--- config.mk ---
export PLATFORM = sky130hd
export DESIGN_NAME = glyph_blit_clipped
export DESIGN_NICKNAME = d
export VERILOG_FILES = /design/src/hdl/gbc_pkg.sv /design/src/hdl/gbc_front.sv /design/src/hdl/gbc_queue.sv /design/src/hdl/gbc_back.sv /design/src/hdl/glyph_blit_clipped.sv
export SDC_FILE = /design/constraint.sdc
export NUM_CORES = 1
export LEC_CHECK = 0
export BUFFER_PORTS_ARGS = -buffer_cell sky130_fd_sc_hd__buf_2
export CORE_ASPECT_RATIO = 1.4
export CORE_MARGIN = 10
export CORE_UTILIZATION = 41
export DETAILED_ROUTE_END_ITERATION = 12
export PLACE_DENSITY_LB_ADDON = 0.25
export SYNTH_ARGS = -nofsm -noshare
export SYNTH_HDL_FRONTEND = slang
export SYNTH_SLANG_ARGS = --single-unit
--- constraint.sdc ---
create_clock -name clk_i -period 7.3 [get_ports clk_i]
set_clock_uncertainty 0.05 [all_clocks]
set_input_delay 0.365 -clock clk_i [delete_from_list [all_inputs] [get_ports clk_i]]
set_output_delay 0.365 -clock clk_i [all_outputs]
set_load 0.03 [all_outputs]
--- src/hdl/gbc_pkg.sv ---
// ----------------------------------------------------------------------------
// gbc_pkg
// Shared constants, types and helpers for the clipped 8x8 glyph blitter.
// ----------------------------------------------------------------------------
`default_nettype none

package gbc_pkg;

  // Screen geometry (range 8..2048 each)
  localparam int SCREEN_W = 320;
  localparam int SCREEN_H = 200;

  localparam int GLYPH_DIM  = 8;
  localparam int GLYPH_BITS = GLYPH_DIM * GLYPH_DIM;
  localparam int IDX_W      = $clog2(GLYPH_BITS);
  localparam int DIM_W      = $clog2(GLYPH_DIM);

  localparam int COORD_W = 12;
  localparam int POS_W   = COORD_W + 1;
  localparam int ADDR_W  = 16;
  localparam int COLOR_W = 8;

  localparam int IN_DATA_W  = 96;
  localparam int OUT_DATA_W = 24;

  localparam int QUEUE_DEPTH = 2;
  localparam int QPTR_W      = $clog2(QUEUE_DEPTH);
  localparam int QCNT_W      = $clog2(QUEUE_DEPTH + 1);

  // One classified glyph: visible pixels, address of pixel (0,0) and ink color
  typedef struct packed {
    logic [GLYPH_BITS-1:0] mask;
    logic [ADDR_W-1:0]     base;
    logic [COLOR_W-1:0]    color;
  } glyph_rec_t;

  // Address offset of glyph row r, modulo the address width
  function automatic logic [ADDR_W-1:0] row_offset(input logic [DIM_W-1:0] r);
    int prod;
    prod = int'(r) * SCREEN_W;
    return prod[ADDR_W-1:0];
  endfunction

endpackage

`default_nettype wire

--- src/hdl/gbc_front.sv ---
// ----------------------------------------------------------------------------
// gbc_front
// Accepts glyph items, clips them against the screen and pushes records
// with at least one visible pixel into the queue.
// ----------------------------------------------------------------------------
`default_nettype none

module gbc_front (
  input  wire logic                          s_axis_tvalid_i,
  output logic                               s_axis_tready_o,
  // origin_x[11:0], origin_y[23:12], glyph_bits[87:24], ink_color[95:88]
  input  wire logic [gbc_pkg::IN_DATA_W-1:0] s_axis_tdata_i,
  input  wire logic                          q_full_i,
  output logic                               push_o,
  output gbc_pkg::glyph_rec_t                push_rec_o
);

  logic signed [gbc_pkg::COORD_W-1:0] origin_x;
  logic signed [gbc_pkg::COORD_W-1:0] origin_y;
  logic [gbc_pkg::GLYPH_BITS-1:0]     glyph_bits;
  logic [gbc_pkg::COLOR_W-1:0]        ink_color;
  logic [gbc_pkg::GLYPH_DIM-1:0]      col_ok;
  logic [gbc_pkg::GLYPH_DIM-1:0]      row_ok;
  logic signed [31:0]                 base_wide;

  assign origin_x   = s_axis_tdata_i[11:0];
  assign origin_y   = s_axis_tdata_i[23:12];
  assign glyph_bits = s_axis_tdata_i[87:24];
  assign ink_color  = s_axis_tdata_i[95:88];

  // per-column and per-row screen test
  always_comb begin
    logic signed [gbc_pkg::POS_W-1:0] px;
    logic signed [gbc_pkg::POS_W-1:0] py;
    for (int i = 0; i < gbc_pkg::GLYPH_DIM; i++) begin
      px = gbc_pkg::POS_W'(origin_x) + gbc_pkg::POS_W'(i);
      py = gbc_pkg::POS_W'(origin_y) + gbc_pkg::POS_W'(i);
      col_ok[i] = (px >= 0) && (px < gbc_pkg::POS_W'(gbc_pkg::SCREEN_W));
      row_ok[i] = (py >= 0) && (py < gbc_pkg::POS_W'(gbc_pkg::SCREEN_H));
    end
  end

  // address of glyph pixel (0,0); only the low bits matter, visible
  // pixels land right after wrapping
  assign base_wide = 32'(origin_y) * 32'(gbc_pkg::SCREEN_W) + 32'(origin_x);

  always_comb begin
    for (int r = 0; r < gbc_pkg::GLYPH_DIM; r++) begin
      for (int c = 0; c < gbc_pkg::GLYPH_DIM; c++) begin
        push_rec_o.mask[r*gbc_pkg::GLYPH_DIM + c] =
          glyph_bits[r*gbc_pkg::GLYPH_DIM + c] & row_ok[r] & col_ok[c];
      end
    end
    push_rec_o.base  = base_wide[gbc_pkg::ADDR_W-1:0];
    push_rec_o.color = ink_color;
  end

  assign s_axis_tready_o = !q_full_i;
  // fully clipped or blank glyphs are dropped here
  assign push_o = s_axis_tvalid_i && !q_full_i && (push_rec_o.mask != '0);

endmodule

`default_nettype wire

--- src/hdl/gbc_queue.sv ---
// ----------------------------------------------------------------------------
// gbc_queue
// Short FIFO of classified glyph records between front and back.
// ----------------------------------------------------------------------------
`default_nettype none

module gbc_queue (
  input  wire logic                clk_i,
  input  wire logic                rst_ni,
  input  wire logic                push_i,
  input  gbc_pkg::glyph_rec_t      push_rec_i,
  output logic                     full_o,
  input  wire logic                pop_i,
  output logic                     valid_o,
  output gbc_pkg::glyph_rec_t      pop_rec_o
);

  gbc_pkg::glyph_rec_t               entry_q [gbc_pkg::QUEUE_DEPTH];
  logic [gbc_pkg::QPTR_W-1:0]        wr_ptr_q, wr_ptr_d;
  logic [gbc_pkg::QPTR_W-1:0]        rd_ptr_q, rd_ptr_d;
  logic [gbc_pkg::QCNT_W-1:0]        count_q, count_d;

  function automatic logic [gbc_pkg::QPTR_W-1:0] ptr_inc(
    input logic [gbc_pkg::QPTR_W-1:0] p);
    if (p == gbc_pkg::QPTR_W'(gbc_pkg::QUEUE_DEPTH - 1)) return '0;
    return p + gbc_pkg::QPTR_W'(1);
  endfunction

  assign full_o    = (count_q == gbc_pkg::QCNT_W'(gbc_pkg::QUEUE_DEPTH));
  assign valid_o   = (count_q != '0);
  assign pop_rec_o = entry_q[rd_ptr_q];

  always_comb begin
    wr_ptr_d = push_i ? ptr_inc(wr_ptr_q) : wr_ptr_q;
    rd_ptr_d = pop_i  ? ptr_inc(rd_ptr_q) : rd_ptr_q;
    count_d  = count_q;
    if (push_i && !pop_i) begin
      count_d = count_q + gbc_pkg::QCNT_W'(1);
    end else if (pop_i && !push_i) begin
      count_d = count_q - gbc_pkg::QCNT_W'(1);
    end
  end

  always_ff @(posedge clk_i or negedge rst_ni) begin
    if (!rst_ni) begin
      wr_ptr_q <= '0;
      rd_ptr_q <= '0;
      count_q  <= '0;
    end else begin
      wr_ptr_q <= wr_ptr_d;
      rd_ptr_q <= rd_ptr_d;
      count_q  <= count_d;
    end
  end

  always_ff @(posedge clk_i) begin
    if (push_i) begin
      entry_q[wr_ptr_q] <= push_rec_i;
    end
  end

endmodule

`default_nettype wire

--- src/hdl/gbc_back.sv ---
// ----------------------------------------------------------------------------
// gbc_back
// Walks the visible-pixel mask of one glyph, lowest bit first, and emits one
// pixel write per cycle, unless back-pressured, through an output register.
// ----------------------------------------------------------------------------
`default_nettype none

module gbc_back (
  input  wire logic                           clk_i,
  input  wire logic                           rst_ni,
  input  wire logic                           q_valid_i,
  input  gbc_pkg::glyph_rec_t                 q_rec_i,
  output logic                                pop_o,
  output logic                                m_axis_tvalid_o,
  input  wire logic                           m_axis_tready_i,
  // pixel_address[15:0], pixel_color[23:16]
  output logic [gbc_pkg::OUT_DATA_W-1:0]      m_axis_tdata_o,
  output logic                                m_axis_tlast_o
);

  logic [gbc_pkg::GLYPH_BITS-1:0] mask_q, mask_d;
  logic [gbc_pkg::ADDR_W-1:0]     base_q;
  logic [gbc_pkg::COLOR_W-1:0]    color_q;
  logic                           out_valid_q, out_valid_d;
  logic [gbc_pkg::ADDR_W-1:0]     out_addr_q;
  logic [gbc_pkg::COLOR_W-1:0]    out_color_q;
  logic                           out_last_q;

  logic [gbc_pkg::GLYPH_BITS-1:0] low_bit;
  logic [gbc_pkg::GLYPH_BITS-1:0] rest;
  logic [gbc_pkg::IDX_W-1:0]      idx;
  logic [gbc_pkg::ADDR_W-1:0]     pix_addr;
  logic                           advance;
  logic                           load;

  assign low_bit = mask_q & (~mask_q + gbc_pkg::GLYPH_BITS'(1));
  assign rest    = mask_q & ~low_bit;

  always_comb begin
    idx = '0;
    for (int i = 0; i < gbc_pkg::GLYPH_BITS; i++) begin
      if (low_bit[i]) idx = idx | gbc_pkg::IDX_W'(i);
    end
  end

  assign pix_addr = base_q
                  + gbc_pkg::row_offset(idx[gbc_pkg::IDX_W-1:gbc_pkg::DIM_W])
                  + gbc_pkg::ADDR_W'(idx[gbc_pkg::DIM_W-1:0]);

  assign advance = (mask_q != '0) && (!out_valid_q || m_axis_tready_i);
  // next glyph enters as soon as the current one has no pixel left
  assign load    = q_valid_i && ((mask_q == '0) || (advance && (rest == '0)));
  assign pop_o   = load;

  always_comb begin
    mask_d = mask_q;
    if (load) begin
      mask_d = q_rec_i.mask;
    end else if (advance) begin
      mask_d = rest;
    end
    out_valid_d = out_valid_q;
    if (advance) begin
      out_valid_d = 1'b1;
    end else if (m_axis_tready_i) begin
      out_valid_d = 1'b0;
    end
  end

  always_ff @(posedge clk_i or negedge rst_ni) begin
    if (!rst_ni) begin
      mask_q      <= '0;
      out_valid_q <= 1'b0;
    end else begin
      mask_q      <= mask_d;
      out_valid_q <= out_valid_d;
    end
  end

  always_ff @(posedge clk_i) begin
    if (load) begin
      base_q  <= q_rec_i.base;
      color_q <= q_rec_i.color;
    end
    if (advance) begin
      out_addr_q  <= pix_addr;
      out_color_q <= color_q;
      out_last_q  <= (rest == '0);
    end
  end

  assign m_axis_tvalid_o = out_valid_q;
  assign m_axis_tdata_o  = {out_color_q, out_addr_q};
  assign m_axis_tlast_o  = out_last_q;

  // front drops empty glyphs, so a loaded record always has a pixel
  a_load_nonempty: assert property (@(posedge clk_i) disable iff (!rst_ni)
    load |-> (q_rec_i.mask != '0))
    else $error("empty glyph record reached the back end");

  a_low_onehot: assert property (@(posedge clk_i) disable iff (!rst_ni)
    advance |-> $onehot(low_bit))
    else $error("pixel select is not one-hot");

  a_one_pixel_per_step: assert property (@(posedge clk_i) disable iff (!rst_ni)
    (advance && !load) |=> ($countones(mask_q) == $countones($past(mask_q)) - 1))
    else $error("mask did not lose exactly one pixel");

endmodule

`default_nettype wire

--- src/hdl/glyph_blit_clipped.sv ---
// ----------------------------------------------------------------------------
// glyph_blit_clipped
// Expands clipped 8x8 monochrome glyphs into linear framebuffer pixel writes.
// ----------------------------------------------------------------------------
// Each input item is one glyph (signed origin, 64 bitmap bits, ink color).
// Bit 8r+c is row r, column c, column 0 leftmost. Every set bit whose pixel
// lands on the SCREEN_W x SCREEN_H screen gives one output item with address
// py*SCREEN_W+px (mod 2^16) and the ink color, in row-then-column order;
// tlast marks the final write of a glyph. A glyph with nothing visible gives
// no output at all. Throughput: one output item per cycle while the output
// is not back-pressured, set by the back end's mask walk that retires one
// pixel per cycle; a glyph gives one write per visible set pixel (1..64) and a
// fully clipped glyph is still taken on input. The front end clips on input
// and a two-record queue sits between front and back, so new glyphs are taken
// while the previous one is still drawn; consecutive glyphs follow with no gap.
`default_nettype none

module glyph_blit_clipped (
  input  wire logic                           clk_i,
  input  wire logic                           rst_ni,
  input  wire logic                           s_axis_tvalid_i,
  output logic                                s_axis_tready_o,
  // origin_x[11:0], origin_y[23:12], glyph_bits[87:24], ink_color[95:88]
  input  wire logic [gbc_pkg::IN_DATA_W-1:0]  s_axis_tdata_i,
  output logic                                m_axis_tvalid_o,
  input  wire logic                           m_axis_tready_i,
  // pixel_address[15:0], pixel_color[23:16]
  output logic [gbc_pkg::OUT_DATA_W-1:0]      m_axis_tdata_o,
  // last_write
  output logic                                m_axis_tlast_o
);

  logic                q_full;
  logic                push;
  gbc_pkg::glyph_rec_t push_rec;
  logic                pop;
  logic                q_valid;
  gbc_pkg::glyph_rec_t pop_rec;

  // Front: clip each glyph into a visible-pixel mask and base address
  gbc_front u_front (
    .s_axis_tvalid_i (s_axis_tvalid_i),
    .s_axis_tready_o (s_axis_tready_o),
    .s_axis_tdata_i  (s_axis_tdata_i),
    .q_full_i        (q_full),
    .push_o          (push),
    .push_rec_o      (push_rec)
  );

  // Decoupling queue
  gbc_queue u_queue (
    .clk_i      (clk_i),
    .rst_ni     (rst_ni),
    .push_i     (push),
    .push_rec_i (push_rec),
    .full_o     (q_full),
    .pop_i      (pop),
    .valid_o    (q_valid),
    .pop_rec_o  (pop_rec)
  );

  // Back: one pixel write per cycle while the output is not back-pressured
  gbc_back u_back (
    .clk_i           (clk_i),
    .rst_ni          (rst_ni),
    .q_valid_i       (q_valid),
    .q_rec_i         (pop_rec),
    .pop_o           (pop),
    .m_axis_tvalid_o (m_axis_tvalid_o),
    .m_axis_tready_i (m_axis_tready_i),
    .m_axis_tdata_o  (m_axis_tdata_o),
    .m_axis_tlast_o  (m_axis_tlast_o)
  );

endmodule

`default_nettype wire
==> results by group <==
Run status
  • Status: finished clean

Clocking
  • Resize count post-CTS: 0
  • H-Tree Depth: 1
  • Clk buf depth: 3
  • Clock Sinks: 294
  • CTS clk-pin slew, worst paths: 60 ps
  • Cts bufs inserted: 28
  • Total setup buffers inserted after CTS: 0
  • CTS tree: done
  • CTS root buf: clkbuf_16
  • Clk_lat worst skew: 580 ps

Route
  • Antenna-violating nets left: 0
  • Detailed Route Iter0 Violations: 1283
  • Wire length per cell: 23.84 um
  • Detailed Routing Iterations Pass 1: 6
  • Via Count: 14.38k
  • Vias per cell: 6.255
  • DR DRC count: 0
  • WL final: 54770 um

Yosys
  • Synth area leaders: edfxtp_1 (39%), dfrtp_1 (10%), mux2i_1 (3.9%)
  • Synth Cell Area: 17260 sq um
  • Mean Syn Cell Area: 10.44 sq um
  • Post-synthesis register bit count: 294
  • Unique masters post-synth: 84
  • Yosys Warn Count: 0
  • Mapped Cells: 1653
  • EDFF count, synth: 225
  • Synth area leader: edfxtp_1
  • Seq/Total Area, Yosys: 49.15%
  • Synth Flop Type: edfxtp_1
  • Synth Net Count: 1804
  • Async SR Flop Fraction: 23.47%
  • Synth top area share: 39.14%

Placed design
  • Cell Area, Placed: 18330 sq um
  • Buffers on Ports: 126
  • Final Wtd Congestion: 1.028
  • Post-DP HPWL: 40630 um
  • Place WS: 1325 ps

Critical path
  • CP most frequent cell: ha_1
  • Crit path cell chain: nor4_1 > nand3_1 > or4_4 > or2_1 > or3b_2 > o311ai_0 > nor4_1 > nand4b_1 > ha_1 > ha_1 > ha_1 > inv_1 > o21bai_1 > a21oi_1 > or4b_2 > o2111ai_1
  • CP arrival: 6390 ps
  • CP max stage delay: 830 ps
  • Crit Path Class: reg -> reg
  • CP required: 7640 ps
  • Worst path slowest cell: nor4_1
  • Worst Setup Start Kind: flop
  • CP Max Fanout: 12
  • CP Capture Type: flop

Floorplanning
  • Full die area: 50820 sq um
  • Initial core utilization: 41.69%
  • Row cnt: 88
  • Placeable Area: 41400 sq um
  • Io pins: 127
  • Die X: 193.4 um
  • Die height: 262.8 um

Hold path
  • Min-Delay Path Class: in -> reg

STA
  • Endpoints failing setup: 0
  • RSZ-0062 raised after global routing: false
  • Slew Limit Fails: 0
  • Final Cycle Share: 82.89%
  • Fin Setup TNS: 0 ps
  • Fmax: 165.3 MHz
  • Worst setup margin: 1249 ps
  • Final hold violations: 0
  • Worst rel slew slack: 18.49%
  • Worst slew pin tran: 1215 ps
  • Post-route minimum period: 6051 ps

Global route
  • GRT overflow: 0
  • Vias in the first global route: 14.06k
  • First-pass GRT wire length: 83590 um
  • Total track usage: 20.47%
  • Largest net degree at the start of global routing: 70
  • Antenna violations before repair: 3

Final layout
  • Core Util, Final: 46.74%
  • Fill cells: 3911
  • Register area: 8487 sq um
  • Share of layout cells above drive strength 1: 14.41%
  • Layout overhead on the synthesized area: 12.11%
  • Layout Nets: 1885
  • Post-route cell area: 19350 sq um
  • Multi-input gate area: 8155 sq um

Power and ir drop
  • P_leak: 7.259 nW
  • Pwr dens: 231.3 nW/um^2
  • Maximum vdd ir drop: 0.1872 mV
  • Tot Pwr: 4.477 mW

Run
  • Max-cap violations: 0
flip-flops by register name (all words and copies together) (netlist names):
| name | count |
|---|---|
| u_back.base_q | 16 |
| u_back.color_q | 8 |
| u_back.m_axis_tlast_o | 1 |
| u_back.m_axis_tvalid_o | 1 |
| u_back.mask_q | 64 |
| u_back.out_addr_q | 16 |
| u_back.out_color_q | 8 |
| u_queue.count_q | 2 |
| u_queue.entry_q | 176 |
| u_queue.rd_ptr_q | 1 |
| u_queue.wr_ptr_q | 1 |
layout by cell type, fill, tap and decap left out, types with 44 or more instances in the layout:
cell,Yosys,layout
nor3_1,50,50
dfrtp_1,69,68
and3_1,61,61
nand2_1,100,100
nor2_1,107,103
buf_2,2,126
nand3_1,53,53
ha_1,48,48
o21ai_0,115,115
o31ai_1,44,44
edfxtp_1,225,225
inv_1,57,57
mux2i_1,68,68
a21oi_1,51,51
routing by layer:
layer | track usage, % | share of wire (%) | vias to the layer above
met5 | 0 | 0 | -
met4 | 10.95 | 5.5 | 0
met3 | 3.022 | 7.3 | 151
met2 | 34.08 | 48 | 677
met1 | 25.06 | 39 | 6981
li1 | - | - | 6566
worst max-delay path: cells and delay by family (launching register included):
family          cells  cell delay, ps
simple gates        8            4040
flops               1             440
buf+inv             1              60
fa+ha+maj           3             790
compound gates      4             510
final timing paths:
kind                                                to  slack (ps)              start  cells after the start
worst max-delay path             u_back.out_addr_q[13]        1250   u_back.mask_q[4]                     16
worst min-delay path            u_queue.entry_q[0][11]          40  s_axis_tdata_i[3]                      1
worst max register to register   u_back.out_addr_q[13]        1250   u_back.mask_q[4]                     16
worst min register to register   u_back.out_color_q[6]         370  u_back.color_q[6]                      0
max in group asynchronous             u_queue.rd_ptr_q        5970             rst_ni                      3
min in group asynchronous            u_back.mask_q[53]         450             rst_ni                      3
cell type report:
type,instances,share of cell area (%)
Multi-Input combinational cell,1195,42.14
Antenna cell,2,0.02586
Tap cell,540,3.492
Timing Repair Buffer,157,4.668
Inverter,58,1.125
Sequential cell,294,43.86
Clock buffer,38,3.976
Clock inverter,14,0.7112
report_power, final:
part / switching, mW / internal, mW / leakage [nW]
combinational: 0.679 / 0.366 / 3.85
clock: 0.624 / 0.815 / 0.446
sequential: 0.0520 / 1.94 / 2.96
stage by stage:
| stage | std cells | hold WS [ps] |
|---|---|---|
| final | 2298 | 39.43 |
| after global placement | 2233 | 350.9 |
| after detailed placement | 2233 | 354.5 |
| after CTS | 2296 | 12.27 |
| after global routing | 2297 | 36.29 |
| after floorplan | 1653 | 19.41 |
kinds of logic (layout without fill, tap and decap cells):
logic type	after synthesis	in the layout	share of synthesized area (%)
AO/OA/AOI/OAI	435	435	17.55
XOR/XNOR	48	48	2.436
adder cells (fa/ha/maj)	53	53	3.943
buffers and inverters	164	267	3.842
flip-flops	294	294	49.15
multiplexers	94	94	5.640
other	0	2	0
AND/OR/NAND/NOR	565	565	17.44
cells in the mapped netlist (all sizes together) (12+ instances only):
cell       n
edfxtp   225
o21ai    121
nor2     107
nand2    100
clkbuf    92
dfrtp     69
mux2i     68
and3      61
inv       57
nand3     53
a21oi     51
nor3      51
ha        48
o31ai     45
nand4     34
nor4      34
xnor2     33
mux2      26
and2      25
o311ai    19
or4       17
o2111ai   16
xor2      15
a22o      14
buf       14
or2       14
or3       14
a211oi    13
o21bai    13
a21o      12
o211ai    12
what timing repair did:
item / CTS / global route
hold endpoints to repair: 69 / 0
setup endpoints to repair: 0 / 0
hold buffers: 11 / 0
Power figures use the tool's default switching activity.
